$ cat src/rtl/hbr_pkg.sv
// ----------------------------------------------------------------------------
// hbr_pkg
// Types and codes shared by the block Hadamard rotation unit.
// ----------------------------------------------------------------------------
package hbr_pkg;

	localparam logic [1:0] MODE_SAMPLE = 2'd0;
	localparam logic [1:0] MODE_SIGN   = 2'd1;
	localparam logic [1:0] MODE_READ   = 2'd2;
	localparam logic [1:0] MODE_NONE   = 2'd3;

	localparam logic [2:0] REG_BLOCK_LOG2   = 3'd0;
	localparam logic [2:0] REG_ROW_BLOCKS   = 3'd1;
	localparam logic [2:0] REG_SIGNS_ENABLE = 3'd2;
	localparam logic [2:0] REG_PERM_ENABLE  = 3'd3;
	localparam logic [2:0] REG_PERM_REP     = 3'd4;
	localparam logic [2:0] REG_PERM_GROUPS  = 3'd5;
	localparam logic [2:0] REG_PERM_HEAD    = 3'd6;

	localparam logic [16:0] INV_SQRT2_Q16 = 17'd46341;
	localparam logic signed [15:0] UNIT_Q14 = 16'sd16384;

	typedef struct packed {
		logic [1:0]         mode;
		logic [12:0]        table_index;
		logic signed [15:0] sample_value;
		logic signed [15:0] sign_factor;
	} in_item_t;

	typedef struct packed {
		logic signed [15:0] output_value;
		logic               saturated;
		logic               row_last;
	} out_item_t;

	typedef struct packed {
		logic [1:0]         kind;
		logic [12:0]        idx;
		logic signed [15:0] data;
	} cmd_t;

	typedef struct packed {
		logic [3:0]  block_log2;
		logic [5:0]  row_blocks;
		logic        signs_enable;
		logic        perm_enable;
		logic [13:0] perm_rep;
		logic [13:0] perm_groups;
		logic [13:0] perm_head;
	} cfg_t;

	typedef struct packed {
		logic pop;
		logic rotating;
		logic row_ready;
	} eng_status_t;

endpackage

$ cat src/rtl/hbr_front.sv
// ----------------------------------------------------------------------------
// hbr_front
// Accepts items, drops meaningless ones and queues commands for the engine.
// ----------------------------------------------------------------------------
module hbr_front import hbr_pkg::*; #(
	parameter int ROW_MAX = 8192
) (
	input  logic     clk,
	input  logic     arst_n,
	input  logic     in_valid,
	output logic     in_ready,
	input  in_item_t in_item,
	output logic     q_valid,
	output cmd_t     q_cmd,
	input  logic     q_pop
);
	localparam int QD = 4;

	cmd_t         queue_q [QD];
	logic [1:0]   wr_ptr_q, rd_ptr_q;
	logic [2:0]   cnt_q;
	logic         keep, push;
	logic [31:0]  idx32;

	assign idx32    = 32'(in_item.table_index);
	assign keep     = (in_item.mode != MODE_NONE) &&
	                  !(in_item.mode == MODE_SIGN && idx32 >= 32'(ROW_MAX));
	assign in_ready = (cnt_q != 3'(QD));
	assign push     = in_valid && in_ready && keep;
	assign q_valid  = (cnt_q != 3'd0);
	assign q_cmd    = queue_q[rd_ptr_q];

	always_ff @(posedge clk) begin
		if (push) begin
			queue_q[wr_ptr_q].kind <= in_item.mode;
			queue_q[wr_ptr_q].idx  <= in_item.table_index;
			queue_q[wr_ptr_q].data <= (in_item.mode == MODE_SIGN) ?
			                          in_item.sign_factor : in_item.sample_value;
		end
	end

	always_ff @(posedge clk or negedge arst_n) begin
		if (!arst_n) begin
			wr_ptr_q <= '0;
			rd_ptr_q <= '0;
			cnt_q    <= '0;
		end else begin
			if (push) begin
				wr_ptr_q <= wr_ptr_q + 2'd1;
			end
			if (q_pop) begin
				rd_ptr_q <= rd_ptr_q + 2'd1;
			end
			if (push && !q_pop) begin
				cnt_q <= cnt_q + 3'd1;
			end else if (!push && q_pop) begin
				cnt_q <= cnt_q - 3'd1;
			end
		end
	end
endmodule

$ cat config.mk
export PLATFORM = sky130hd
export DESIGN_NAME = hbr_front
export DESIGN_NICKNAME = d
export VERILOG_FILES = /design/src/rtl/hbr_pkg.sv /design/src/rtl/hbr_front.sv
export SDC_FILE = /design/constraint.sdc
export NUM_CORES = 1
export LEC_CHECK = 0
export BUFFER_PORTS_ARGS = -buffer_cell sky130_fd_sc_hd__clkbuf_2
export CORE_ASPECT_RATIO = 0.6
export CORE_MARGIN = 8
export CORE_UTILIZATION = 49
export DETAILED_ROUTE_END_ITERATION = 10
export PLACE_DENSITY_LB_ADDON = 0.05
export SYNTH_ARGS = -nofsm -noshare
export SYNTH_HDL_FRONTEND = slang
export SYNTH_SLANG_ARGS = --single-unit
$ cat constraint.sdc
create_clock -name clk -period 6.1 [get_ports clk]
set_input_delay 0.305 -clock clk [delete_from_list [all_inputs] [get_ports clk]]
set_output_delay 0.305 -clock clk [all_outputs]
set_load 0.05 [all_outputs]
==> results.yml, run 1 <==
sta:
  period_share_pct: 43.9
  finalWorstSetupSlack_ns: 3.42
  setup_violations: 0
  fmax_mhz: 373
  rsz0062_at_grt: "no"
  clock_skew_ns: 0.0106
  slew_violations: 0
  tns_ns: 0
  hold-worst-slack_ns: 0.120
  tightest_slew_ns: 0.954
  finalHoldViolCount: 0
  maxSlewHeadroom_pct: 36.1
  period_needed_ns: 2.68
floorplanning:
  rows: 28
  start_util_pct: 50.8
  core_sq_mm: 0.00998
  die_w_um: 147
  die_area_sq_mm: 0.0140
  die_height_um: 94.8
  ios: 84
placed_design:
  hpwlAfterDp_mm: 5.75
  postPlaceCellArea_sq_mm: 0.00563
  place.gp.congestion: 0.671
  dp_worst_setup_slack_ns: 3.78
  portBuffers: 83
drt:
  ant_nets: 0
  viasPerCell: 5.15
  routedWlPerCell_um: 19.8
  dr.pass1.iters: 4
  dr.first_iter.drc_count: 134
  route.detailed.drc: 0
  num_vias: 2369
  wl_mm: 9.11
worst_setup_path:
  cp.arrival_ns: 2.37
  cp-start-kind: "register"
  crit_path_end_kind: "primary output"
  reg2reg_to: "cnt_q[1]$_DFFE_PN0P_"
  required_ns: 5.79
  path_class: "register to primary output"
  worstRegToRegCells: 6
  crit_fanout: 19
  rrSetupSlack_ns: 3.92
  r2r_start: "cnt_q[1]$_DFFE_PN0P_"
clocking:
  clkSlewWorstSetupHoldPaths_ns: 0.06
  post_cts_buffers: 0
  cts_buffers: 17
  cts_max_path_buffers: 2
  cts_root_buffer: "clkbuf_16"
  clk_latency_ns: 0.40
  cts_tree: "built"
  htree_levels: 4
  clkSinkCount: 131
  cts_resized: 0
  cts_hold_buf: 1
global_routing:
  antenna_found_initial: 0
  track_usage_pct: 14.1
  grt_overflow: 0
  grt_pass1_vias: 2629
  grt_max_degree: 32
  grt_pass1_wl_mm: 14.7
cells_and_area:
  nets: 369
  diodes: 0
  final_design_area_no_fill_sq_mm: 0.00626
  drive_gt1_share_pct: 53.2
  final_common_cell: "edfxtp_1"
  layout_common_cells: "124 x edfxtp_1, 83 x clkbuf_2, 31 x mux4_2, 17 x mux2_2, 17 x clkbuf_16"
  final_util_pct: 62.7
  area_growth_syn_to_layout_pct: 23.3
pwr:
  cellLeakagePower_nw: 2.25
  p_seq_share_pct: 36.1
  p_sw_share_pct: 37.0
  p_per_area_mw_per_mm2: 552
  combPwrFrac_pct: 33.5
  p_clk_share_pct: 30.4
  netSwitchingPower_mw: 1.28
  intPower_mw: 2.18
  vdd_drop_max_mv: 0.243
logic_synthesis:
  synth_area_sq_mm: 0.00508
  yosysTopAreaCell: "edfxtp_1"
  yosys.area.top_type_share_pct: 73.4
  syn_inst: 217
  syn_area_per_cell_sq_um: 23.4
  yosysWarnings: 0
  syn_nets: 274
  synth.area.top_cells: "edfxtp_1 73%, mux4_2 14%, mux2_2 3.8%"
  synth_seq_area_share_pct: 76.8
  synth.distinct_cells: 21
  ys_ff_latch: 131
status:
  status: "finished clean"
min_path:
  min_to: "queue_q[3][27]$_DFFE_PP_"
  worstHoldPathType: "primary input to register"
  holdCritStartpoint: "in_item[43]"
  hold_depth: 1
job:
  drv_cap: 0
==> routing by layer <==
layer  part of all wire [%]  GRT usage (%)  wire (um)  up-vias
met1                     49           19.2       4420     1210
met2                     46           20.6       4170       63
li1                       -              -          -     1085
met5                      0              0          0        -
met3                    4.4           4.63        397       11
met4                    1.3           6.08        121        0
==> cells by family after synthesis <==
family | count (synthesis) | synth area share (%)
DFF | 131 | 76.8
muxes | 49 | 17.8
adders and majority gates | 6 | 1.63
buffers and inverters | 14 | 1.33
xor gates and xnor gates | 6 | 1.04
and+or+nand+nor | 11 | 1.38
==> worst max-delay path, stage by stage (launching register included) <==
cell	delay, ns
dfrtp_2	0.66
buf_4	0.45
mux4_2	0.57
clkbuf_2	0.26
==> power groups by stage <==
stage                     Combinational, mW  Clock [mW]  Sequential (mW)
after floorplan                       0.963           0             1.21
after detailed placement               1.18           0             1.27
after CTS                              1.18        1.07             1.25
after global routing                   1.22        1.11             1.27
after global placement                 1.17           0             1.27
final                                  1.16        1.05             1.25
==> final cells by class <==
type | count | area (sq um)
well taps | 135 | 169
clock buffers | 17 | 425
flip-flops and latches | 131 | 3900
repair buffers | 86 | 440
clock inverters | 15 | 195
fillers | 719 | 3730
inverters | 4 | 15.0
multi-input cells | 72 | 1110
==> flip-flops by register name (all words and copies together), names as in the netlist <==
name / cells
wr_ptr_q: 2
cnt_q: 3
rd_ptr_q: 2
queue_q: 124
==> cell usage after synthesis (all sizes together) <==
master,number
buf,9
and3,1
nor2b,1
edfxtp,124
mux2,18
dfrtp,7
and2,4
xor2,3
fa,1
or3,1
ha,5
xnor2,3
clkbuf,1
nand2,2
or3b,1
mux4,31
inv,4
nor2,1
==> how the worst max path moves through the flow <==
stage | startpoint | endpoint | slack, ns | cells after the start
after floorplan | cnt_q[1]$_DFFE_PN0P_ | cnt_q[1]$_DFFE_PN0P_ | 3.68 | 7
after global placement | rd_ptr_q[0]$_DFFE_PN0P_ | q_cmd[15] | 3.77 | 3
after detailed placement | rd_ptr_q[0]$_DFFE_PN0P_ | q_cmd[15] | 3.78 | 3
after CTS | rd_ptr_q[0]$_DFFE_PN0P_ | q_cmd[20] | 3.33 | 3
after global routing | rd_ptr_q[0]$_DFFE_PN0P_ | q_cmd[2] | 3.25 | 3
final | rd_ptr_q[0]$_DFFE_PN0P_ | q_cmd[20] | 3.42 | 3
==> metrics by stage <==
stage / cells / power [mW]
2_1_floorplan: 217 / 2.17
3_3_place_gp: 427 / 2.43
3_5_place_dp: 427 / 2.44
4_1_cts: 460 / 3.50
5_1_grt: 460 / 3.59
6_report: 460 / 3.45
Note: power is estimated with default switching activity, not from simulation.
==> run 2, diff against run 1 <==
==> constraint.sdc (replaced) <==
create_clock -name clk -period 2.7 [get_ports clk]
set_input_delay 0.135 -clock clk [delete_from_list [all_inputs] [get_ports clk]]
set_output_delay 0.135 -clock clk [all_outputs]
set_load 0.05 [all_outputs]
==> run 2 against run 1 <==
Global-route usage up 0.29 points; clock power up 110%; flip-flop and latch count unchanged; largest cell class unchanged; wire length grew 0.44%.
==> results.yml, run 2 (synthesis results as in run 1) <==
cells_and_area:
  stdcell_count: 477
  final_common_cell: "edfxtp_1"
  final_design_area_no_fill_sq_mm: 0.00639
  drive_gt1_share_pct: 50.9
  layout_common_cells: "124 x edfxtp_1, 83 x clkbuf_2, 31 x mux4_2, 17 x mux2_2, 17 x clkbuf_16"
  largest-register: "queue_q"
  nets: 386
  largest_reg_flops: 124
  reg_top3: "queue_q: 124 flops, cnt_q: 3 flops"
  final_util_pct: 64.0
  area_growth_syn_to_layout_pct: 25.8
  diodes: 0
placed_design:
  dp_worst_setup_slack_ns: 0.539
  dp_cells: 429
  place.gp.congestion: 0.692
  postPlaceCellArea_sq_mm: 0.00565
  hpwlAfterDp_mm: 5.74
  portBuffers: 83
min_path:
  hold_depth: 1
  holdCritStartpoint: "in_item[46]"
  worstHoldPathType: "primary input to register"
worst_setup_path:
  cp_slowest_cell: "dfrtp_2"
  path_cells: "buf_4, mux4_2, clkbuf_2"
  cp-start-kind: "register"
  cp.arrival_ns: 2.14
  crit_buf_inv: 2
  path_class: "register to primary output"
  r2r_start: "cnt_q[1]$_DFFE_PN0P_"
  required_ns: 2.57
  crit_fanout: 11
  startpoint: "rd_ptr_q[0]$_DFFE_PN0P_"
  path_depth: 3
  crit_path_end_kind: "primary output"
  max_stage_delay_ns: 0.65
  worstRegToRegCells: 6
  crit_family: "flip-flops"
clocking:
  cts_tree: "built"
  cts_max_path_buffers: 2
  clkSlewWorstSetupHoldPaths_ns: 0.06
  cts_root_buffer: "clkbuf_16"
  clkSinkCount: 131
  cts_resized: 0
  cts_buffers: 17
  htree_levels: 4
  clk_latency_ns: 0.41
floorplanning:
  ios: 84
  rows: 28
  die_height_um: 94.8
  core_sq_mm: 0.00998
  die_w_um: 147
  die_area_sq_mm: 0.0140
  start_util_pct: 50.8
sta:
  clock_skew_ns: 0.00927
  tightest_slew_ns: 0.849
  fmax_mhz: 440
  finalWorstSetupSlack_ns: 0.429
  slew_violations: 0
  setup_violations: 0
  rsz0062_at_grt: "no"
  finalHoldViolCount: 0
  maxSlewHeadroom_pct: 43.4
  hold-worst-slack_ns: 0.0131
  period_needed_ns: 2.27
  period_share_pct: 84.1
  tns_ns: 0
pwr:
  p_total_mw: 7.68
  p_per_area_mw_per_mm2: 1200
  vdd_drop_max_mv: 0.654
  cellLeakagePower_nw: 2.30
global_routing:
  grt_max_degree: 33
  grt_pass1_wl_mm: 15.0
  track_usage_pct: 14.4
  grt_pass1_vias: 2665
  grt_overflow: 0
  antenna_found_initial: 0
drt:
  ant_nets: 0
  viasPerCell: 5.12
  dr.first_iter.drc_count: 116
  routedWlPerCell_um: 19.2
  route.detailed.drc: 0
  num_vias: 2441
  dr.pass1.iters: 4
  wl_mm: 9.15
job:
  drv_cap: 0
status:
  status: "finished clean"
run 2: area by class of cell:
| type | instances | area (sq um) |
|---|---|---|
| flip-flops and latches | 131 | 3900 |
| clock buffers | 18 | 429 |
| multi-input cells | 72 | 1110 |
| clock inverters | 14 | 143 |
| inverters | 4 | 15.0 |
| well taps | 135 | 169 |
| repair buffers | 103 | 618 |
| fillers | 712 | 3600 |
run 2: worst paths after layout:
| path | endpoint | slack, ns |
|---|---|---|
| worst max register to register | cnt_q[1]$_DFFE_PN0P_ | 0.53 |
| min in group asynchronous | cnt_q[1]$_DFFE_PN0P_ | 0.09 |
| worst min register to register | cnt_q[2]$_DFFE_PN0P_ | 0.49 |
| worst min-delay path | queue_q[3][30]$_DFFE_PP_ | 0.01 |
| max in group asynchronous | rd_ptr_q[0]$_DFFE_PN0P_ | 2.43 |
| worst max-delay path | q_cmd[20] | 0.43 |
run 2: timing repair:
action | 4_1_cts | 5_1_grt
hold endpoints to repair | 64 | 0
hold buffers | 16 | 0
buffers inserted | 0 | 0
run 2: where the power goes:
part	internal (mW)	switching, mW
sequential	2.62	0.158
combinational	0.868	1.85
clock	1.29	0.893
total	4.78	2.90
run 2: worst register-to-register path, stage by stage (launching register included):
cell and delay [ns]:
dfrtp_1 0.42, or3b_1 0.40, and3_1 0.26, ha_1 0.24, inv_1 0.07, fa_1 0.40, mux2_2 0.26
run 2: per-layer routing:
metal / wire [um] / track usage, % / vias up / share of wire [%]
met5: 0 / 0 / - / 0
met2: 4230 / 21.7 / 77 / 46
met4: 103 / 6.58 / 0 / 1.1
met1: 4210 / 18.7 / 1226 / 46
li1: - / - / 1127 / -
met3: 608 / 4.97 / 11 / 6.6
